**config.mk**
```make
export PLATFORM = sky130hd
export DESIGN_NAME = gpio_controller_with_pin_irq_core
export DESIGN_NICKNAME = d
export VERILOG_FILES = /design/src/sv/gpioirq_pkg.sv /design/src/sv/gpioirq_detect.sv /design/src/sv/gpioirq_regfile.sv /design/src/sv/gpio_controller_with_pin_irq_core.sv
export SDC_FILE = /design/constraint.sdc
export NUM_CORES = 1
export LEC_CHECK = 0
export BUFFER_PORTS_ARGS = -buffer_cell sky130_fd_sc_hd__buf_2
export CAP_MARGIN = 20
export CORE_MARGIN = 2
export CORE_UTILIZATION = 30
export CTS_BUF_LIST = sky130_fd_sc_hd__clkbuf_4 sky130_fd_sc_hd__clkbuf_8
export CTS_CLUSTER_SIZE = 8
export DETAILED_ROUTE_END_ITERATION = 12
export PLACE_DENSITY = 0.55
export REMOVE_ABC_BUFFERS = 1
export SLEW_MARGIN = 20
export SYNTH_ARGS = -nofsm -noshare
export SYNTH_HDL_FRONTEND = slang
export SYNTH_HIERARCHICAL = 1
export SYNTH_SLANG_ARGS = --single-unit
```
**constraint.sdc**
```tcl
create_clock -name clock -period 3.6 [get_ports clock]
set_clock_uncertainty 0.15 [all_clocks]
set_input_delay 0.36 -clock clock [delete_from_list [all_inputs] [get_ports clock]]
set_output_delay 0.36 -clock clock [all_outputs]
set_load 0.05 [all_outputs]
```
**src/sv/gpioirq_pkg.sv**
```systemverilog
`timescale 1ns / 1ps
// ----------------------------------------------------------------------------
// gpioirq_pkg
// Shared types and constants of the gpio block with per-pin interrupts.
// ----------------------------------------------------------------------------
package gpioirq_pkg;

   localparam int DATA_WIDTH        = 32;
   localparam int PIN_COUNT_DEFAULT = 32;

   // bus access kinds
   localparam logic [1:0] MODE_IDLE  = 2'd0;
   localparam logic [1:0] MODE_READ  = 2'd1;
   localparam logic [1:0] MODE_WRITE = 2'd2;

   // register map
   localparam logic [2:0] IDX_DIR  = 3'd0;
   localparam logic [2:0] IDX_OUT  = 3'd1;
   localparam logic [2:0] IDX_IN   = 3'd2;
   localparam logic [2:0] IDX_POL  = 3'd3;
   localparam logic [2:0] IDX_EDGE = 3'd4;
   localparam logic [2:0] IDX_EN   = 3'd5;
   localparam logic [2:0] IDX_PEND = 3'd6;

   typedef struct packed {
      logic [1:0]            mode;
      logic [2:0]            reg_index;
      logic [DATA_WIDTH-1:0] write_data;
      logic [DATA_WIDTH-1:0] pin_levels;
   } req_item_type;

   typedef struct packed {
      logic [DATA_WIDTH-1:0] read_data;
      logic [DATA_WIDTH-1:0] pin_drive;
      logic [DATA_WIDTH-1:0] drive_enable;
      logic                  irq_line;
   } rsp_item_type;

   // live view of the register state, for checking
   typedef struct packed {
      logic [DATA_WIDTH-1:0] pin_drive;
      logic [DATA_WIDTH-1:0] drive_enable;
      logic                  irq_line;
   } status_type;

endpackage

```
**src/sv/gpioirq_detect.sv**
```systemverilog
`timescale 1ns / 1ps
// ----------------------------------------------------------------------------
// gpioirq_detect
// Per-pin interrupt condition: edge or level, selected polarity.
// ----------------------------------------------------------------------------
module gpioirq_detect #(
   parameter int PIN_COUNT = gpioirq_pkg::PIN_COUNT_DEFAULT
) (
   input  logic [PIN_COUNT-1:0] cur_levels,
   input  logic [PIN_COUNT-1:0] prev_levels,
   input  logic [PIN_COUNT-1:0] polarity,
   input  logic [PIN_COUNT-1:0] edge_select,
   output logic [PIN_COUNT-1:0] detected
);

   logic [PIN_COUNT-1:0] rising;
   logic [PIN_COUNT-1:0] falling;
   logic [PIN_COUNT-1:0] edge_hit;
   logic [PIN_COUNT-1:0] level_hit;

   assign rising    = cur_levels & ~prev_levels;
   assign falling   = ~cur_levels & prev_levels;
   assign edge_hit  = (rising & polarity) | (falling & ~polarity);
   // level matches polarity
   assign level_hit = ~(cur_levels ^ polarity);
   assign detected  = (edge_hit & edge_select) | (level_hit & ~edge_select);

endmodule

```
**src/sv/gpioirq_regfile.sv**
```systemverilog
`timescale 1ns / 1ps
// ----------------------------------------------------------------------------
// gpioirq_regfile
// Register state, read mux, write decode and pending update for one beat.
// ----------------------------------------------------------------------------
module gpioirq_regfile #(
   parameter int PIN_COUNT = gpioirq_pkg::PIN_COUNT_DEFAULT
) (
   input  logic                      clock,
   input  logic                      reset,
   input  logic                      step,
   input  gpioirq_pkg::req_item_type item,
   output gpioirq_pkg::rsp_item_type result,
   output gpioirq_pkg::status_type   status
);

   logic [PIN_COUNT-1:0] dir_ff,  dir_in;
   logic [PIN_COUNT-1:0] out_ff,  out_in;
   logic [PIN_COUNT-1:0] pol_ff,  pol_in;
   logic [PIN_COUNT-1:0] edge_ff, edge_in;
   logic [PIN_COUNT-1:0] en_ff,   en_in;
   logic [PIN_COUNT-1:0] pend_ff, pend_in;
   logic [PIN_COUNT-1:0] prev_ff;

   logic [PIN_COUNT-1:0] cur;
   logic [PIN_COUNT-1:0] wdata;
   logic [PIN_COUNT-1:0] clear_mask;
   logic [PIN_COUNT-1:0] rd_value;
   logic [PIN_COUNT-1:0] detected;
   logic                 is_write;

   assign cur      = item.pin_levels[PIN_COUNT-1:0];
   assign wdata    = item.write_data[PIN_COUNT-1:0];
   assign is_write = (item.mode == gpioirq_pkg::MODE_WRITE);

   gpioirq_detect #(
      .PIN_COUNT(PIN_COUNT)
   ) u_detect (
      .cur_levels (cur),
      .prev_levels(prev_ff),
      .polarity   (pol_ff),
      .edge_select(edge_ff),
      .detected   (detected)
   );

   // read mux, state before this beat
   always_comb begin
      unique case (item.reg_index)
         gpioirq_pkg::IDX_DIR:  rd_value = dir_ff;
         gpioirq_pkg::IDX_OUT:  rd_value = out_ff;
         gpioirq_pkg::IDX_IN:   rd_value = cur;
         gpioirq_pkg::IDX_POL:  rd_value = pol_ff;
         gpioirq_pkg::IDX_EDGE: rd_value = edge_ff;
         gpioirq_pkg::IDX_EN:   rd_value = en_ff;
         gpioirq_pkg::IDX_PEND: rd_value = pend_ff;
         default:               rd_value = '0;
      endcase
   end

   // write decode
   always_comb begin
      dir_in     = dir_ff;
      out_in     = out_ff;
      pol_in     = pol_ff;
      edge_in    = edge_ff;
      en_in      = en_ff;
      clear_mask = '0;
      if (is_write) begin
         unique case (item.reg_index)
            gpioirq_pkg::IDX_DIR:  dir_in     = wdata;
            gpioirq_pkg::IDX_OUT:  out_in     = wdata;
            gpioirq_pkg::IDX_POL:  pol_in     = wdata;
            gpioirq_pkg::IDX_EDGE: edge_in    = wdata;
            gpioirq_pkg::IDX_EN:   en_in      = wdata;
            gpioirq_pkg::IDX_PEND: clear_mask = wdata;
            default:               ;
         endcase
      end
      // detection wins over clear
      pend_in = (pend_ff & ~clear_mask) | detected;
   end

   always_comb begin
      result.read_data    = (item.mode == gpioirq_pkg::MODE_READ) ?
                            gpioirq_pkg::DATA_WIDTH'(rd_value) : '0;
      result.pin_drive    = gpioirq_pkg::DATA_WIDTH'(out_in);
      result.drive_enable = gpioirq_pkg::DATA_WIDTH'(~dir_in);
      result.irq_line     = |(pend_in & en_in);
      status.pin_drive    = gpioirq_pkg::DATA_WIDTH'(out_ff);
      status.drive_enable = gpioirq_pkg::DATA_WIDTH'(~dir_ff);
      status.irq_line     = |(pend_ff & en_ff);
   end

   always_ff @(posedge clock) begin
      if (reset) begin
         dir_ff  <= '1;
         out_ff  <= '0;
         pol_ff  <= '0;
         edge_ff <= '0;
         en_ff   <= '0;
         pend_ff <= '0;
         prev_ff <= '0;
      end else if (step) begin
         dir_ff  <= dir_in;
         out_ff  <= out_in;
         pol_ff  <= pol_in;
         edge_ff <= edge_in;
         en_ff   <= en_in;
         pend_ff <= pend_in;
         prev_ff <= cur;
      end
   end

endmodule

```
**src/sv/gpio_controller_with_pin_irq_core.sv**
```systemverilog
`timescale 1ns / 1ps
// ----------------------------------------------------------------------------
// gpio_controller_with_pin_irq_core
// 32-pin gpio with direction, output, polarity, edge select, enable and
// write-one-to-clear pending registers; per-pin edge/level interrupts.
// ----------------------------------------------------------------------------
//
//   channel | dir | handshake            | beat carries
//   --------+-----+----------------------+------------------------------------
//   req     | in  | req_valid/req_ready  | mode, reg_index, write_data, pins
//   rsp     | out | rsp_valid/rsp_ready  | read_data, pin_drive, drive_enable,
//           |     |                      | irq_line
//
// one beat per clock sustained while rsp_ready stays high; a beat passes the input
// register, then the result register, before rsp valid rises for it
// the register state advances when the input register hands its beat on to
// the result register, so a stall on rsp holds both the state and the pins'
// previous sample
// synchronous active-high reset: direction all ones inside PIN_COUNT, every
// other register zero, both pipeline registers empty
// bits at and above PIN_COUNT read and drive as zero
// ----------------------------------------------------------------------------
module gpio_controller_with_pin_irq_core #(
   parameter int PIN_COUNT = gpioirq_pkg::PIN_COUNT_DEFAULT
) (
   input  logic        clock,
   input  logic        reset,
   // request channel
   input  logic        req_valid,
   output logic        req_ready,
   input  logic [1:0]  req_mode,
   input  logic [2:0]  req_reg_index,
   input  logic [31:0] req_write_data,
   input  logic [31:0] req_pin_levels,
   // response channel
   output logic        rsp_valid,
   input  logic        rsp_ready,
   output logic [31:0] rsp_read_data,
   output logic [31:0] rsp_pin_drive,
   output logic [31:0] rsp_drive_enable,
   output logic        rsp_irq_line
);

   // input register
   logic                      in_valid_ff, in_valid_in;
   gpioirq_pkg::req_item_type in_item_ff;

   // result register
   logic                      out_valid_ff, out_valid_in;
   gpioirq_pkg::rsp_item_type out_item_ff;

   gpioirq_pkg::rsp_item_type result;
   gpioirq_pkg::status_type   status;
   logic                      advance;
   logic                      req_fire;

   // move the held beat into the result register when that slot is free
   // or being emptied this cycle
   assign advance   = in_valid_ff && (!out_valid_ff || rsp_ready);
   assign req_ready = !in_valid_ff || advance;
   assign req_fire  = req_valid && req_ready;

   assign in_valid_in  = req_fire || (in_valid_ff && !advance);
   assign out_valid_in = advance || (out_valid_ff && !rsp_ready);

   gpioirq_regfile #(
      .PIN_COUNT(PIN_COUNT)
   ) u_regfile (
      .clock (clock),
      .reset (reset),
      .step  (advance),
      .item  (in_item_ff),
      .result(result),
      .status(status)
   );

   // control state
   always_ff @(posedge clock) begin
      if (reset) begin
         in_valid_ff  <= 1'b0;
         out_valid_ff <= 1'b0;
      end else begin
         in_valid_ff  <= in_valid_in;
         out_valid_ff <= out_valid_in;
      end
   end

   // payload registers, no reset
   always_ff @(posedge clock) begin
      if (req_fire) begin
         in_item_ff.mode       <= req_mode;
         in_item_ff.reg_index  <= req_reg_index;
         in_item_ff.write_data <= req_write_data;
         in_item_ff.pin_levels <= req_pin_levels;
      end
      if (advance) begin
         out_item_ff <= result;
      end
   end

   assign rsp_valid        = out_valid_ff;
   assign rsp_read_data    = out_item_ff.read_data;
   assign rsp_pin_drive    = out_item_ff.pin_drive;
   assign rsp_drive_enable = out_item_ff.drive_enable;
   assign rsp_irq_line     = out_item_ff.irq_line;

   // ---------------------------------------------------------------------
   // checks
   // ---------------------------------------------------------------------

   // a held result always matches the register state it was taken from
   assert property (@(posedge clock) disable iff (reset)
      rsp_valid |-> (rsp_pin_drive == status.pin_drive &&
                     rsp_drive_enable == status.drive_enable &&
                     rsp_irq_line == status.irq_line))
      else $error("result register out of step with register state");

   // a held request with a free result slot moves on next cycle
   assert property (@(posedge clock) disable iff (reset)
      (in_valid_ff && !out_valid_ff) |=> rsp_valid)
      else $error("pending beat did not advance");

   // pins beyond PIN_COUNT are never driven
   assert property (@(posedge clock) disable iff (reset)
      rsp_valid |-> ((rsp_drive_enable >> PIN_COUNT) == 32'd0 &&
                     (rsp_pin_drive >> PIN_COUNT) == 32'd0))
      else $error("drive bits set above pin count");

   // the input slot is never refused while it is empty
   assert property (@(posedge clock) disable iff (reset)
      !in_valid_ff |-> req_ready)
      else $error("request refused with empty input register");

endmodule

```
==> flow_summary_export.csv <==
group,metric,value,unit
pwr,p_comb_share,9.6,%
logic_synthesis,ys_warn_count,6,
setup_path,required,3.81,ns
cells_and_area,drive_above_1_share,22.0,%
setup_path,reg2reg_from,"in_item_ff[66]",
clock_tree,cts.clk_slew.worst_paths,0.06,ns
placed_design,portBuffers,171,
pwr,switching_power,2.68,mW
setup_path,cp_data_arrival_time,3.29,ns
setup_path,crit_path_max_incr_delay,0.57,ns
cells_and_area,final_util,37.2,%
cells_and_area,fin_nets,2069,
clock_tree,htree_levels,3,
timing,rsz0062_at_grt,"no",
timing,max_clock_freq,325,MHz
clock_tree,worstSkewPairLatency,0.63,ns
routing,route.detailed.drc,0,
global_routing,grt_pass1_wl,85600,µm
clock_tree,cts-root-buf,"clkbuf_8",
routing,drtIter0Drc,984,
timing,final-max-slew-violation-count,0,
clock_tree,clock_path_buffers,3,
pwr,powerDensity,479,nW/µm²
setup_path,path_cells,"buf_4 -> nand3_1 -> o32ai_1 -> o21bai_1 -> or4_1 -> or4_1",
pwr,intPower,7.61,mW
global_routing,grt_pass1_vias,14222,
timing,slew_headroom,22.3,%
timing,period_share,85.6,%
setup_path,ff2ff_path_depth,6,
outcome,status,"complete, no violations",
cells_and_area,area_growth,22.8,%
flow_run,maxCapViolations,0,
pwr,total_power,10.3,mW
pwr,p_leak,8.05,nW
min_path,whs_endpoint,"u_regfile/out_ff[23]",
min_path,hold_path_class,"input pin to flop",
setup_path,r2r_slack,0.52,ns
routing,firstDrtPassIters,5,
clock_tree,postCtsSetupBuffers,0,
setup_path,worst_setup_path_start_kind,"flop",
clock_tree,cts.repair.resized,0,
routing,via_per_inst,5.09,
pwr,pwr-share-clk,42.4,%
timing,fin_tns_setup,0,ns
setup_path,crit_fanout,34,
setup_path,reg2reg_to,"rsp_irq_line",
global_routing,antenna_found_initial,0,
timing,finalWorstSetupSlack,0.519,ns
clock_tree,cts-buffers-inserted,72,
placed_design,hpwl,36800,µm
timing,setup-violations-final,0,
routing,vias,14328,
setup_path,cp_slowest_cell,"or4_1",
floorplan,fp.dieH,245,µm
setup_path,path_class,"flop to flop",
floorplan,start_util,30.3,%
routing,routedWlPerCell,20.1,µm
clock_tree,cts_tree,"yes",
routing,ant_nets,0,
global_routing,grt_use_total,18.4,%
setup_path,end_kind,"flop",
floorplan,io_pins,172,
pwr,seq_power_share,48.0,%
placed_design,place.gp.congestion,0.868,
timing,hold_viol_final,0,
pwr,p_sw_share,26.0,%
floorplan,die_w,245,µm
logic_synthesis,synthCells,1748,
timing,max_slew.worst_pin.slew,1.16,ns
floorplan,die-area,60200,µm²
clock_tree,cts_hold_buf,72,
logic_synthesis,avgSynthCellArea,10.0,µm²
min_path,min_from,"reset",
routing,drt_wl_total,56500,µm
setup_path,crit_path_frequent_cell,"or4_1",
setup_path,cp_top_family,"simple AND/OR/NAND/NOR gates",
timing,timing.final.crit_period,3.08,ns
clock_tree,clock-sinks,392,
placed_design,place_ws,0.537,ns
logic_synthesis,syn_area,17500,µm²
global_routing,grt-ovfl-total,0,
pwr,vdd_drop_max,0.235,mV
min_path,hold_depth,2,
global_routing,grt_max_degree,89,
floorplan,rows,88,
setup_path,path_buf_inv,1,
floorplan,fp.coreArea,57700,µm²
cells_and_area,diodes,0,
## layout by cell type, fill, tap and decap left out, types with 6 or more instances in the layout
master and count:
nand2_1 245, nor2_1 235, dfxtp_1 226, a21oi_1 175, buf_2 170, edfxtp_1 166, mux2i_1 131, clkbuf_8 82
dlygate4sd3_1 72, mux2_2 60, a22oi_1 56, buf_4 48, nand2b_1 34, or2_2 32, a21boi_1 32, a22o_1 32
clkbuf_4 26, nor3_1 23, nor4_1 22, a31oi_1 21, o21ai_0 20, nor4b_1 17, o22ai_1 15, clkinv_1 14
inv_1 9, mux4_2 8, buf_12 6, a21boi_0 6
## state kept, by name, summed over array words and instances, names as in the netlist
name / count
in_item_ff: 69
in_valid_ff: 1
rsp_drive_enable: 32
rsp_irq_line: 1
rsp_pin_drive: 32
rsp_read_data: 32
rsp_valid: 1
u_regfile/dir_ff: 32
u_regfile/edge_ff: 32
u_regfile/en_ff: 32
u_regfile/out_ff: 32
u_regfile/pend_ff: 32
u_regfile/pol_ff: 32
u_regfile/prev_ff: 32
## layer usage
layer	track usage [%]	part of all wire, %	vias to the layer above
met5	0	0	-
met4	7.29	3.0	0
met3	3.36	5.8	106
met2	29.6	46	463
met1	24.6	45	6997
li1	-	-	6762
## layout make-up
class | instances | area [µm²]
Fill cell | 5823 | 36200
Sequential cell | 392 | 9510
Multi-Input combinational cell | 1224 | 7460
Timing Repair Buffer | 297 | 2060
Clock buffer | 108 | 1320
Tap cell | 765 | 957
Clock inverter | 20 | 133
Inverter | 9 | 33.8
## worst max path at each step
stage | start | endpoint | slack (ns) | depth (start not counted)
after floorplan | rsp_valid | u_regfile/pol_ff[0] | -2.84 | 5
after global placement | in_item_ff[64] | rsp_irq_line | 0.59 | 7
after detailed placement | in_item_ff[64] | rsp_irq_line | 0.54 | 7
after CTS | in_item_ff[64] | rsp_irq_line | 0.54 | 7
after global routing | in_item_ff[66] | rsp_irq_line | 0.39 | 6
final | in_item_ff[66] | rsp_irq_line | 0.52 | 6
## power groups by stage
| stage | Combinational [mW] | Clock, mW | Sequential [mW] |
|---|---|---|---|
| after floorplan | 0.387 | 0 | 5.19 |
| after global placement | 0.921 | 0 | 5.03 |
| after detailed placement | 0.929 | 0 | 5.03 |
| after CTS | 0.994 | 4.50 | 4.94 |
| after global routing | 1.06 | 4.70 | 4.96 |
| final | 0.990 | 4.36 | 4.94 |
## stage by stage
step,hold WS (ns),area [µm²],cells
2_1_floorplan,0.272,17000,1625
3_3_place_gp,0.310,19300,2615
3_5_place_dp,0.310,19300,2615
4_1_cts,0.0282,21500,2815
5_1_grt,0.0724,21500,2815
6_report,0.0300,21500,2815
No activity file was read; power rests on OpenSTA's default activity.
